File: src/sv/bbb_pkg.sv
`timescale 1ns / 1ps
// shared constants and types for the box boundary bounce block
package bbb_pkg;

	// number of spatial axes handled per transaction
	localparam int NUM_AXES = 3;

	// configuration register index, from paddr[4:2]
	typedef enum logic [2:0] {
		REG_MIN_X       = 3'd0,
		REG_MIN_Y       = 3'd1,
		REG_MIN_Z       = 3'd2,
		REG_MAX_X       = 3'd3,
		REG_MAX_Y       = 3'd4,
		REG_MAX_Z       = 3'd5,
		REG_BOUNCE_GAIN = 3'd6,
		REG_DRAG_SHARE  = 3'd7
	} reg_idx_t;

	// apb address and data widths
	localparam int ADDR_WIDTH = 5;
	localparam int DATA_WIDTH = 32;

endpackage

File: src/sv/bbb_regs.sv
`timescale 1ns / 1ps
// apb configuration registers: box bounds, restitution and drag
module bbb_regs import bbb_pkg::*; #(
	parameter int COORD_WIDTH = 16,
	parameter int FRAC_BITS   = 8
) (
	input  logic                          clk,
	input  logic                          arst_n,
	input  logic                          psel,
	input  logic                          penable,
	input  logic                          pwrite,
	input  logic [ADDR_WIDTH-1:0]         paddr,
	input  logic [DATA_WIDTH-1:0]         pwdata,
	output logic [DATA_WIDTH-1:0]         prdata,
	output logic                          pready,
	output logic signed [COORD_WIDTH-1:0] lo [NUM_AXES],
	output logic signed [COORD_WIDTH-1:0] hi [NUM_AXES],
	output logic [FRAC_BITS:0]            bounce_gain,
	output logic [FRAC_BITS:0]            drag_share
);

	localparam int UNITY = 1 << FRAC_BITS;
	localparam logic signed [COORD_WIDTH-1:0] LO_RST = COORD_WIDTH'(-(5 << FRAC_BITS));
	localparam logic signed [COORD_WIDTH-1:0] HI_RST = COORD_WIDTH'(5 << FRAC_BITS);
	localparam logic [FRAC_BITS:0] BOUNCE_RST = (FRAC_BITS+1)'(UNITY / 2);
	localparam logic [FRAC_BITS:0] DRAG_RST   = (FRAC_BITS+1)'((UNITY + 5) / 10);

	logic signed [COORD_WIDTH-1:0] lo_q [NUM_AXES];
	logic signed [COORD_WIDTH-1:0] hi_q [NUM_AXES];
	logic [FRAC_BITS:0]            bounce_q;
	logic [FRAC_BITS:0]            drag_q;
	logic                          wr_en;
	reg_idx_t                      idx;

	assign pready = 1'b1;
	assign wr_en  = psel & penable & pwrite;
	assign idx    = reg_idx_t'(paddr[ADDR_WIDTH-1:2]);

	// register writes on the access cycle
	always_ff @(posedge clk or negedge arst_n) begin
		if (!arst_n) begin
			for (int i = 0; i < NUM_AXES; i++) begin
				lo_q[i] <= LO_RST;
				hi_q[i] <= HI_RST;
			end
			bounce_q <= BOUNCE_RST;
			drag_q   <= DRAG_RST;
		end else if (wr_en) begin
			unique case (idx)
				REG_MIN_X:       lo_q[0]  <= pwdata[COORD_WIDTH-1:0];
				REG_MIN_Y:       lo_q[1]  <= pwdata[COORD_WIDTH-1:0];
				REG_MIN_Z:       lo_q[2]  <= pwdata[COORD_WIDTH-1:0];
				REG_MAX_X:       hi_q[0]  <= pwdata[COORD_WIDTH-1:0];
				REG_MAX_Y:       hi_q[1]  <= pwdata[COORD_WIDTH-1:0];
				REG_MAX_Z:       hi_q[2]  <= pwdata[COORD_WIDTH-1:0];
				REG_BOUNCE_GAIN: bounce_q <= pwdata[FRAC_BITS:0];
				REG_DRAG_SHARE:  drag_q   <= pwdata[FRAC_BITS:0];
				default: ;
			endcase
		end
	end

	// read mux, bounds sign extended
	always_comb begin
		unique case (idx)
			REG_MIN_X:       prdata = DATA_WIDTH'(lo_q[0]);
			REG_MIN_Y:       prdata = DATA_WIDTH'(lo_q[1]);
			REG_MIN_Z:       prdata = DATA_WIDTH'(lo_q[2]);
			REG_MAX_X:       prdata = DATA_WIDTH'(hi_q[0]);
			REG_MAX_Y:       prdata = DATA_WIDTH'(hi_q[1]);
			REG_MAX_Z:       prdata = DATA_WIDTH'(hi_q[2]);
			REG_BOUNCE_GAIN: prdata = DATA_WIDTH'(bounce_q);
			REG_DRAG_SHARE:  prdata = DATA_WIDTH'(drag_q);
			default:         prdata = '0;
		endcase
	end

	assign lo          = lo_q;
	assign hi          = hi_q;
	assign bounce_gain = bounce_q;
	assign drag_share  = drag_q;

endmodule

File: src/sv/bbb_axis_clamp.sv
`timescale 1ns / 1ps
// one axis: clamp position to the box, flag an outward velocity and negate it
module bbb_axis_clamp #(
	parameter int COORD_WIDTH = 16
) (
	input  logic signed [COORD_WIDTH-1:0] pos,
	input  logic signed [COORD_WIDTH-1:0] vel,
	input  logic signed [COORD_WIDTH-1:0] lo,
	input  logic signed [COORD_WIDTH-1:0] hi,
	output logic signed [COORD_WIDTH-1:0] pos_o,
	output logic signed [COORD_WIDTH-1:0] vel_o,
	output logic                          hit
);

	localparam logic signed [COORD_WIDTH-1:0] MAXV = {1'b0, {(COORD_WIDTH-1){1'b1}}};
	localparam logic signed [COORD_WIDTH-1:0] MINV = {1'b1, {(COORD_WIDTH-1){1'b0}}};

	logic signed [COORD_WIDTH-1:0] neg_v;

	// negation with the most negative value saturating
	assign neg_v = (vel == MINV) ? MAXV : -vel;

	// minimum test first, so in an inverted box a position below the minimum clamps to it
	always_comb begin
		pos_o = pos;
		hit   = 1'b0;
		if (pos < lo) begin
			pos_o = lo;
			hit   = vel[COORD_WIDTH-1];
		end else if (pos > hi) begin
			pos_o = hi;
			hit   = (vel > 0);
		end
		vel_o = hit ? neg_v : vel;
	end

endmodule

File: src/sv/bbb_gain_mul.sv
`timescale 1ns / 1ps
// optional scale of a signed coordinate by an unsigned gain, floor shift
module bbb_gain_mul #(
	parameter int COORD_WIDTH = 16,
	parameter int FRAC_BITS   = 8
) (
	input  logic                          en,
	input  logic signed [COORD_WIDTH-1:0] val,
	input  logic [FRAC_BITS:0]            gain,
	output logic signed [COORD_WIDTH-1:0] res
);

	localparam int PW = COORD_WIDTH + FRAC_BITS + 2;
	localparam logic [FRAC_BITS:0] UNITY = (FRAC_BITS+1)'(1 << FRAC_BITS);

	logic [FRAC_BITS:0]   gain_c;
	logic signed [PW-1:0] prod;

	// gains above one are held at one
	assign gain_c = (gain > UNITY) ? UNITY : gain;
	assign prod   = PW'(val) * $signed(PW'(gain_c));
	assign res    = en ? prod[FRAC_BITS +: COORD_WIDTH] : val;

endmodule

File: src/sv/box_boundary_bounce.sv
`timescale 1ns / 1ps
// box boundary bounce top level: three stage particle pipeline and apb registers
//
// Input channel (in_valid/in_ready) carries one particle: position and velocity
// on x, y, z, signed fixed point. Output channel (out_valid/out_ready) returns
// the clamped position, the updated velocity and a bounced flag, one result
// per transaction, in order.
// Stage 1 clamps each axis and negates outward velocities, stage 2 applies
// the restitution multiply, stage 3 applies the drag multiply and is the
// output register, whose valid bit is out_valid.
// Throughput is one transaction per cycle while out_ready stays high; each
// stage holds one multiplier per axis at most, which sets the clock period.
// Each stage moves forward when it is empty or the next one moves, so a
// stalled receiver holds its result while bubbles still fill; in_ready drops
// only when all three stages are full and out_ready is low.
// Reset empties the pipeline and loads the box to -5.0..5.0 on each axis,
// restitution 0.5 and drag about 0.1. Configuration writes belong to idle periods.
module box_boundary_bounce import bbb_pkg::*; #(
	parameter int COORD_WIDTH = 16,
	parameter int FRAC_BITS   = 8
) (
	input  logic                          clk,
	input  logic                          arst_n,
	input  logic                          psel,
	input  logic                          penable,
	input  logic                          pwrite,
	input  logic [ADDR_WIDTH-1:0]         paddr,
	input  logic [DATA_WIDTH-1:0]         pwdata,
	output logic [DATA_WIDTH-1:0]         prdata,
	output logic                          pready,
	input  logic                          in_valid,
	output logic                          in_ready,
	input  logic signed [COORD_WIDTH-1:0] pos_x,
	input  logic signed [COORD_WIDTH-1:0] pos_y,
	input  logic signed [COORD_WIDTH-1:0] pos_z,
	input  logic signed [COORD_WIDTH-1:0] vel_x,
	input  logic signed [COORD_WIDTH-1:0] vel_y,
	input  logic signed [COORD_WIDTH-1:0] vel_z,
	output logic                          out_valid,
	input  logic                          out_ready,
	output logic signed [COORD_WIDTH-1:0] new_pos_x,
	output logic signed [COORD_WIDTH-1:0] new_pos_y,
	output logic signed [COORD_WIDTH-1:0] new_pos_z,
	output logic signed [COORD_WIDTH-1:0] new_vel_x,
	output logic signed [COORD_WIDTH-1:0] new_vel_y,
	output logic signed [COORD_WIDTH-1:0] new_vel_z,
	output logic                          bounced
);

	localparam logic [FRAC_BITS:0] UNITY = (FRAC_BITS+1)'(1 << FRAC_BITS);

	logic signed [COORD_WIDTH-1:0] lo [NUM_AXES];
	logic signed [COORD_WIDTH-1:0] hi [NUM_AXES];
	logic [FRAC_BITS:0]            bounce_gain;
	logic [FRAC_BITS:0]            drag_share;
	logic [FRAC_BITS:0]            drag_c;
	logic [FRAC_BITS:0]            keep;
	logic                          drag_on;

	logic signed [COORD_WIDTH-1:0] pos_in [NUM_AXES];
	logic signed [COORD_WIDTH-1:0] vel_in [NUM_AXES];
	logic signed [COORD_WIDTH-1:0] pos_c  [NUM_AXES];
	logic signed [COORD_WIDTH-1:0] vel_c  [NUM_AXES];
	logic [NUM_AXES-1:0]           hit_c;
	logic signed [COORD_WIDTH-1:0] vel_b  [NUM_AXES];
	logic signed [COORD_WIDTH-1:0] vel_d  [NUM_AXES];

	logic                          v_s1, v_s2, v_s3;
	logic                          adv1, adv2, adv3;
	logic signed [COORD_WIDTH-1:0] pos_s1 [NUM_AXES];
	logic signed [COORD_WIDTH-1:0] vel_s1 [NUM_AXES];
	logic [NUM_AXES-1:0]           hit_s1;
	logic signed [COORD_WIDTH-1:0] pos_s2 [NUM_AXES];
	logic signed [COORD_WIDTH-1:0] vel_s2 [NUM_AXES];
	logic                          any_s2;
	logic signed [COORD_WIDTH-1:0] pos_s3 [NUM_AXES];
	logic signed [COORD_WIDTH-1:0] vel_s3 [NUM_AXES];
	logic                          any_s3;

	// configuration registers
	bbb_regs #(
		.COORD_WIDTH(COORD_WIDTH),
		.FRAC_BITS  (FRAC_BITS)
	) u_regs (
		.clk        (clk),
		.arst_n     (arst_n),
		.psel       (psel),
		.penable    (penable),
		.pwrite     (pwrite),
		.paddr      (paddr),
		.pwdata     (pwdata),
		.prdata     (prdata),
		.pready     (pready),
		.lo         (lo),
		.hi         (hi),
		.bounce_gain(bounce_gain),
		.drag_share (drag_share)
	);

	// stage advance: a stage moves when empty or when the next one moves
	assign adv3     = !v_s3 || out_ready;
	assign adv2     = !v_s2 || adv3;
	assign adv1     = !v_s1 || adv2;
	assign in_ready = adv1;

	assign pos_in = '{pos_x, pos_y, pos_z};
	assign vel_in = '{vel_x, vel_y, vel_z};

	// drag factor, one minus the held share
	assign drag_c  = (drag_share > UNITY) ? UNITY : drag_share;
	assign keep    = UNITY - drag_c;
	assign drag_on = any_s2 && (drag_share != '0);

	// per axis datapath
	for (genvar a = 0; a < NUM_AXES; a++) begin : g_axis
		bbb_axis_clamp #(
			.COORD_WIDTH(COORD_WIDTH)
		) u_clamp (
			.pos  (pos_in[a]),
			.vel  (vel_in[a]),
			.lo   (lo[a]),
			.hi   (hi[a]),
			.pos_o(pos_c[a]),
			.vel_o(vel_c[a]),
			.hit  (hit_c[a])
		);

		bbb_gain_mul #(
			.COORD_WIDTH(COORD_WIDTH),
			.FRAC_BITS  (FRAC_BITS)
		) u_bounce (
			.en  (hit_s1[a]),
			.val (vel_s1[a]),
			.gain(bounce_gain),
			.res (vel_b[a])
		);

		bbb_gain_mul #(
			.COORD_WIDTH(COORD_WIDTH),
			.FRAC_BITS  (FRAC_BITS)
		) u_drag (
			.en  (drag_on),
			.val (vel_s2[a]),
			.gain(keep),
			.res (vel_d[a])
		);
	end

	// valid bits
	always_ff @(posedge clk or negedge arst_n) begin
		if (!arst_n) begin
			v_s1 <= 1'b0;
			v_s2 <= 1'b0;
			v_s3 <= 1'b0;
		end else begin
			if (adv1) v_s1 <= in_valid;
			if (adv2) v_s2 <= v_s1;
			if (adv3) v_s3 <= v_s2;
		end
	end

	// payload registers
	always_ff @(posedge clk) begin
		if (adv1) begin
			pos_s1 <= pos_c;
			vel_s1 <= vel_c;
			hit_s1 <= hit_c;
		end
		if (adv2) begin
			pos_s2 <= pos_s1;
			vel_s2 <= vel_b;
			any_s2 <= |hit_s1;
		end
		if (adv3) begin
			pos_s3 <= pos_s2;
			vel_s3 <= vel_d;
			any_s3 <= any_s2;
		end
	end

	assign out_valid = v_s3;
	assign new_pos_x = pos_s3[0];
	assign new_pos_y = pos_s3[1];
	assign new_pos_z = pos_s3[2];
	assign new_vel_x = vel_s3[0];
	assign new_vel_y = vel_s3[1];
	assign new_vel_z = vel_s3[2];
	assign bounced   = any_s3;

`ifndef NO_ASSERTIONS
	// an occupied middle stage is never dropped while the output stalls
	a_s2_hold: assert property (@(posedge clk) disable iff (!arst_n)
		v_s2 && !adv3 |=> v_s2)
		else $error("stage 2 lost a transaction under stall");

	// an empty first stage always takes a new transaction
	a_ready_empty: assert property (@(posedge clk) disable iff (!arst_n)
		!v_s1 |-> in_ready)
		else $error("input stalled with an empty first stage");

	// an x axis without a bounce passes its velocity through the restitution stage
	a_no_hit_pass: assert property (@(posedge clk) disable iff (!arst_n)
		v_s1 && adv2 && !hit_s1[0] |=> vel_s2[0] == $past(vel_s1[0]))
		else $error("velocity changed on an axis that did not bounce");

	// with an ordered box the delivered x position lies inside it
	a_pos_in_box: assert property (@(posedge clk) disable iff (!arst_n)
		v_s3 && (lo[0] <= hi[0]) |-> (new_pos_x >= lo[0]) && (new_pos_x <= hi[0]))
		else $error("clamped position outside the box");
`endif

endmodule

File: config.mk
export PLATFORM = sky130hd
export DESIGN_NAME = box_boundary_bounce
export DESIGN_NICKNAME = d
export VERILOG_FILES = /design/src/sv/bbb_pkg.sv /design/src/sv/bbb_regs.sv /design/src/sv/bbb_axis_clamp.sv /design/src/sv/bbb_gain_mul.sv /design/src/sv/box_boundary_bounce.sv
export SDC_FILE = /design/constraint.sdc
export NUM_CORES = 2
export LEC_CHECK = 0
export BUFFER_PORTS_ARGS = -buffer_cell sky130_fd_sc_hd__buf_4
export CORE_ASPECT_RATIO = 1.2
export CORE_MARGIN = 5
export CORE_UTILIZATION = 40
export DETAILED_ROUTE_END_ITERATION = 10
export GPL_TIMING_DRIVEN = 0
export PLACE_DENSITY = 0.66
export REMOVE_ABC_BUFFERS = 1
export SYNTH_ARGS = -nofsm -noshare
export SYNTH_HDL_FRONTEND = slang
export SYNTH_SLANG_ARGS = --single-unit
export TNS_END_PERCENT = 1
File: constraint.sdc
create_clock -name clk -period 6.8 [get_ports clk]
set_input_delay 2.04 -clock clk [delete_from_list [all_inputs] [get_ports clk]]
set_output_delay 2.04 -clock clk [all_outputs]
set_load 0.03 [all_outputs]
Word-level counts from Yosys, hierarchy flattened
Cells that the tools add are included.
{"block": "word_totals", "regBits": 410, "inputBits": 140, "out_inout_bits": 132, "wordCells": 112}
{"block": "op_classes", "n_addsub": 4, "n_mul": 6, "order_cmp": 12, "n_eq_ne": 10, "muxes": 28, "n_bitwise": 2, "n_reduce_logical": 18}
{"op": "two-way mux 16 bit", "n": 18}
{"op": "one-hot mux 32 bit (8 select lines)", "n": 1}
{"op": "multiplier 16 x 10 -> 24 bit", "n": 6}
{"op": "== test 16 bit (second input constant)", "n": 3}
{"op": "greater-than comparator 16 x 1 -> 1 bit (second input constant)", "n": 3}
{"op": "greater-than comparator 16 bit", "n": 3}
{"op": "< comparator 16 bit", "n": 3}
{"op": "negator 16 bit", "n": 3}
{"op": "greater-than comparator 9 bit (second input constant)", "n": 3}
{"op": "two-way mux 9 bit", "n": 3}
{"op": "AND reduction 2 bit", "n": 8}
{"op": "== test 3 bit (second input constant)", "n": 4}
{"op": "nonzero test 9 bit", "n": 1}
{"op": "subtractor 9 bit (first input constant)", "n": 1}
{"op": "== test 3 x 2 -> 1 bit (second input constant)", "n": 2}
{"op": "two-way mux 1 bit", "n": 6}
{"op": "== test 3 x 1 -> 1 bit (second input constant)", "n": 1}
{"op": "zero test 1 bit", "n": 3}
{"op": "zero test 3 bit", "n": 1}
{"op": "logical OR 1 bit", "n": 3}
{"op": "OR reduction 3 bit", "n": 1}
{"op": "bitwise AND 1 bit", "n": 2}
{"op": "logical AND 1 bit", "n": 1}

Logic depth before layout (Yosys ltp)
{"block": "depth", "ltp_word": 7, "mapped_depth": 34, "ltp_nobuf": 31}

Cells and area by module
A second synthesis with hierarchy kept.
{"block": "unflattened", "hier_cells": 5335, "hier_area_um2": 51808.4}
{"mod": "bbb_gain_mul (g_axis[1].u_bounce ...)", "n_inst": 2, "cells_per_inst": 643, "area_per_inst_um2": 5346.4, "seq_area_each_um2": 0.0}
{"mod": "box_boundary_bounce", "n_inst": 1, "cells_per_inst": 332, "area_per_inst_um2": 9121.2, "seq_area_each_um2": 8873.5}
{"mod": "bbb_regs", "n_inst": 1, "cells_per_inst": 396, "area_per_inst_um2": 5465.2, "seq_area_each_um2": 2891.5}
{"mod": "bbb_gain_mul (g_axis[0].u_drag)", "n_inst": 1, "cells_per_inst": 631, "area_per_inst_um2": 5315.1, "seq_area_each_um2": 0.0}
{"mod": "bbb_gain_mul (g_axis[2].u_bounce)", "n_inst": 1, "cells_per_inst": 621, "area_per_inst_um2": 5232.5, "seq_area_each_um2": 0.0}
{"mod": "bbb_gain_mul (g_axis[2].u_drag)", "n_inst": 1, "cells_per_inst": 604, "area_per_inst_um2": 5167.5, "seq_area_each_um2": 0.0}
{"mod": "bbb_gain_mul (g_axis[0].u_bounce)", "n_inst": 1, "cells_per_inst": 576, "area_per_inst_um2": 5012.3, "seq_area_each_um2": 0.0}
{"mod": "bbb_axis_clamp (g_axis[0].u_clamp ...)", "n_inst": 2, "cells_per_inst": 290, "area_per_inst_um2": 1936.9, "seq_area_each_um2": 0.0}
{"mod": "bbb_axis_clamp (g_axis[2].u_clamp)", "n_inst": 1, "cells_per_inst": 309, "area_per_inst_um2": 1928.1, "seq_area_each_um2": 0.0}

Worst setup path before layout
OpenSTA, ideal clock, no wires.
{"block": "synth_timing", "kind": "reg-to-reg", "start": "register u_regs.drag_q[8] (netlist: u_regs.drag_share[8])", "end": "register vel_s3, in the netlist new_vel_y[15] (data pin)", "setup_time_ns": 0.270, "arrival_time_ns": 7.113, "t_required_ns": 6.530, "slack_ns": -0.583, "stages_incl_launch_ff": 33, "path_buffers": 3, "period_less_slack_ns": 7.383, "cell_sequence": "dfrtp_1 > clkbuf_1 > nand2b_1 > ha_1 > nor4b_2 > and2_1 > a21oi_1 > a31oi_1 > nor3_1 > clkbuf_1 > clkbuf_1 > nand2_1 > fa_1 > inv_1 > fa_1 > inv_1 > fa_1 > inv_1 > fa_1 > inv_1 > fa_1 > inv_1 > ha_1 > nand3_1 > o221ai_1 > o21ai_1 > o31ai_2 > a311o_1 > a21o_1 > a21oi_1 > xnor2_1 > mux2i_1 > a21oi_1"}
{"block": "synth_via", "elab_chain_len": 7, "word_cells_on_any_way": 9, "cone_classes": "add/sub (1); mul (1); order compare (2); mux (3); reduce/logical (2)"}
{"element": "from (decl)", "line_no": "bbb_regs.sv:31", "text": "logic [FRAC_BITS:0] drag_q;"}
{"element": "from (signal assigned)", "line_no": "bbb_regs.sv:57", "text": "REG_DRAG_SHARE: drag_q <= pwdata[FRAC_BITS:0];"}
{"element": "greater-than comparator 9 bit", "line_no": "box_boundary_bounce.sv:110", "text": "assign drag_c = (drag_share > UNITY) ? UNITY : drag_share;"}
{"element": "two-way mux 9 bit", "line_no": "box_boundary_bounce.sv:110"}
{"element": "subtractor 9 bit", "line_no": "box_boundary_bounce.sv:111", "text": "assign keep = UNITY - drag_c;"}
{"element": "greater-than comparator 9 bit", "line_no": "bbb_gain_mul.sv:20", "text": "assign gain_c = (gain > UNITY) ? UNITY : gain;"}
{"element": "two-way mux 9 bit", "line_no": "bbb_gain_mul.sv:20"}
{"element": "multiplier 16 x 10 -> 24 bit", "line_no": "bbb_gain_mul.sv:21", "text": "assign prod = PW'(val) * $signed(PW'(gain_c));"}
{"element": "two-way mux 16 bit *", "line_no": "bbb_gain_mul.sv:22", "text": "assign res = en ? prod[FRAC_BITS +: COORD_WIDTH] : val;"}
{"element": "net g_axis[1].u_drag.res[15]", "line_no": "bbb_gain_mul.sv:10", "text": "output logic signed [COORD_WIDTH-1:0] res"}
{"element": "to (signal assigned)", "line_no": "box_boundary_bounce.sv:176", "text": "vel_s3 <= vel_d;"}
{"element": "to (decl)", "line_no": "box_boundary_bounce.sv:77", "text": "logic signed [COORD_WIDTH-1:0] vel_s3 [NUM_AXES];"}
The timed path passes the listed nets; every way through them passes the cells marked *.
A chain may end at the register's enable or synchronous reset.

Worst setup path in the final report
{"block": "layout_timing", "start": "register u_regs.drag_q[0] (netlist: u_regs.drag_share[0])", "end": "register vel_s3, in the netlist new_vel_x[8] (data pin)"}
{"block": "layout_via", "elab_chain_len": 7, "word_cells_on_any_way": 9, "cone_classes": "add/sub (1); mul (1); order compare (2); mux (3); reduce/logical (2)"}
{"element": "greater-than comparator 9 bit", "line_no": "box_boundary_bounce.sv:110"}
{"element": "two-way mux 9 bit", "line_no": "box_boundary_bounce.sv:110"}
{"element": "subtractor 9 bit", "line_no": "box_boundary_bounce.sv:111"}
{"element": "greater-than comparator 9 bit", "line_no": "bbb_gain_mul.sv:20"}
{"element": "two-way mux 9 bit", "line_no": "bbb_gain_mul.sv:20"}
{"element": "multiplier 16 x 10 -> 24 bit", "line_no": "bbb_gain_mul.sv:21"}
{"element": "two-way mux 16 bit *", "line_no": "bbb_gain_mul.sv:22"}
{"element": "net g_axis[0].u_drag.res[8]", "line_no": "bbb_gain_mul.sv:10"}
Marked as above.

==> impl_results.md <==
- Period utilisation layout: 112%
- Die area: roughly 0.13 sq mm
- Worst clock skew: between 30 and 40 ps
- Post-synth EDFFs: ~290
- GPL Wtd Cong: 0.881
- First-pass GRT wire length: 218 mm
- Antenna violations before repair: 18
- Tmin final: ~7600 ps
- Post-Syn Area: 0.0492 sq mm
- Post-DRT Antenna Nets: 0
- WP depth: 53
- R2r setup slk: -810 ps
- DRC Markers: 0
- Clk sinks: between 400 and 500
- Reg clk slew, reported paths: around 60 ps
- Final slew viol count: 0
- Mux cell area share after synthesis: under 10%
- Die Ht: around 390 um
- Vias in the first global route: 39500
- Slew HR: ~20%
- GRT Total Usage: about a fifth
- Port Buffers: between 200 and 300
- Fmax: 131 MHz
- Core area: between 0.1 and 0.15 sq mm
- Top delay family on crit path: buffers and inverters
- Post-synthesis instance total: 5178
- Compound-cell area share of the yosys netlist: between 8 and 9%
- Main combinational cell family by area after synthesis: adder cells
- Primary flip-flop cell chosen by synthesis mapping: edfxtp_1
- Total gr overflow: 0
- Setup TNS: -33220 ps
- Starting Density: between 40% and 50%
- Root buffer cell: clkbuf_16
- Post-CTS Hold Fix Bufs: 0
- Clk_lat worst skew: around 670 ps
- Kind of critical path: reg -> reg
- Synthesized area per cell: approximately 9.5 sq um
- Drt pass-1 iters: 6
- Post-Route WL: approximately 140 mm
- Worst reg-to-reg path cell count: 53
- Bufs and invs on worst path: 46
- HP Start: pos_s2[0]
- CP dominant cell by count: buf_4
- CTS max path bufs: 3
- Violated checks: setup timing
- Distinct cells, synth: around 90
- Post-Synth Simple-Gate Area: between 10% and 20%
- Layout cells sized above 1: between 10% and 20%
- Crit path DAT: a little over 8000 ps
- Fin worst setup slack: -812 ps
- HPWL Detailed: 102 mm
- WL per Instance: 19.5 um
- Worst Setup Start Kind: flip-flop
- Setup slack at placement: -2630 ps
- CP max FO: 28
- H-tree levels: 2
- Status: finished with violations
- Site Rows: roughly 140
- Slowest CP cell: dfrtp_2
- Final Hold Viols: 0
- Worst Tran Pin Value: about 1200 ps
- CP endpoint: new_vel_x[8]
- Worst reg2reg endpoint: new_vel_x[8]
- Max-Cap Viols: 0
- Adder-cell area share of the yosys netlist: a little under two fifths
- TritonCTS Buffers: around 50
- Vias: 37100
- Fraction of registers with async set/reset: roughly 29%
- RSZ-0062 raised after global routing: yes
- Required time worst endpoint: 7240 ps
- NumNets Final: 6572
- CTS tree: yes
- Final Setup Violations: 50
- Chip width: approximately 330 um
- Area Growth Syn to Fin: 14.3%
- Largest net degree at the start of global routing: slightly above 70
- Min-delay worst type: reg -> reg
- Seq/Total Area, Yosys: approximately a quarter
- IO Pins: 272
- CP startpoint: u_regs.drag_share[0]
- Vias per cell: between 5 and 6
- Worst Setup End Kind: flip-flop
- RR Startpoint: u_regs.drag_share[0]
- Xor and xnor area share after synthesis: 2.45%
- FF+latch count, synth: 410
- Ys Warns: 0
- Slowest stage delay, CP: approximately 460 ps
- DRT iter0 DRCs: 2499
cell usage in the layout (no fill, tap or decap), types with 54 or more instances in the layout:
master,n
a21o_1,60
a21oi_1,165
and2_1,345
buf_4,337
dfrtp_1,83
edfxtp_1,293
fa_1,684
ha_1,387
inv_1,927
mux2_2,82
nand2_1,697
nor2_1,146
nor2b_1,54
o21ai_0,207
xnor2_1,88
per-layer routing:
layer	wire length (um)	global-route usage, %
met1	54400	26.3
met2	66400	35.9
met3	10900	4.69
met4	5760	8.19
met5	33	0
cells by family (layout without fill, tap and decap cells):
kind of cell / Yosys count / after routing
compound gates: 694 / 695
xor+xnor: 137 / 137
fa+ha+maj: 1081 / 1081
buf+inv: 1224 / 1434
flops: 410 / 410
mux: 123 / 123
other cells: 1 / 16
simple gates: 1508 / 1512
flip-flops by register name, indices dropped and copies added, names as in the netlist, 16 cells and up:
| name | cells |
|---|---|
| new_pos_x | 16 |
| new_pos_y | 16 |
| new_pos_z | 16 |
| new_vel_x | 16 |
| new_vel_y | 16 |
| new_vel_z | 16 |
| pos_s1 | 48 |
| pos_s2 | 48 |
| u_regs.hi | 48 |
| u_regs.lo | 48 |
| vel_s1 | 48 |
| vel_s2 | 48 |
cells in the mapped netlist, drive strengths merged (12+ instances only):
master	n	share of area (%)
a211oi	17	0.27
a21o	60	0.92
a21oi	178	1.8
a221oi	15	0.27
and2	346	4.4
buf	98	0.91
clkbuf	193	1.5
dfrtp	86	4.4
dfstp	31	1.7
edfxtp	293	18
fa	684	28
ha	397	10
inv	931	7.1
mux2	82	1.9
mux2i	40	0.81
nand2	700	5.3
nand2b	36	0.47
nand3	47	0.48
nand4	22	0.28
nor2	157	1.2
nor2b	62	0.79
nor3	42	0.45
nor4	12	0.17
o21a	25	0.38
o21ai	242	2.5
o22ai	34	0.43
o31ai	19	0.30
or2	13	0.17
or3	31	0.41
xnor2	91	1.6
xor2	46	0.82
worst min-delay path by stage:
| stage | depth (start not counted) | endpoint | slack (ps) |
|---|---|---|---|
| floorplan | 0 | new_pos_x[0] | 400 |
| global placement | 0 | pos_s2[37] | 400 |
| detailed placement | 0 | new_pos_z[0] | 400 |
| CTS | 0 | new_pos_z[3] | 410 |
| global route | 0 | new_pos_z[3] | 420 |
| finish | 0 | new_pos_z[0] | 410 |
stage by stage:
step	hold WS [ps]	utilization, %	cells	cell area (sq um)
6_report	414	45.8	7052	56300
5_1_grt	419	45.8	7039	56200
4_1_cts	411	45.5	7021	55800
3_5_place_dp	405	43.3	6834	53100
3_3_place_gp	403	42.3	6783	52000
2_1_floorplan	400	-	4887	48100
cell type report:
cell class | count | area [sq um]
fillers | 11600 | 66500
repair buffers | 406 | 3760
clock buffers | 59 | 1360
inverters | 933 | 3500
flip-flops and latches | 410 | 11800
clock inverters | 36 | 333
well taps | 1644 | 2060
diodes | 15 | 37.5
multi-input cells | 3549 | 33500
what timing repair did:
item | 4_1_cts | 5_1_grt
gates resized for setup | 77 | 51
pin swaps | 44 | 36
buffers inserted | 86 | 15
cloned | 6 | 1
setup endpoints to repair | 67 | 59
Power is not shown: default switching activity piles up to over one toggle a cycle in this logic, so the estimate is an artifact.
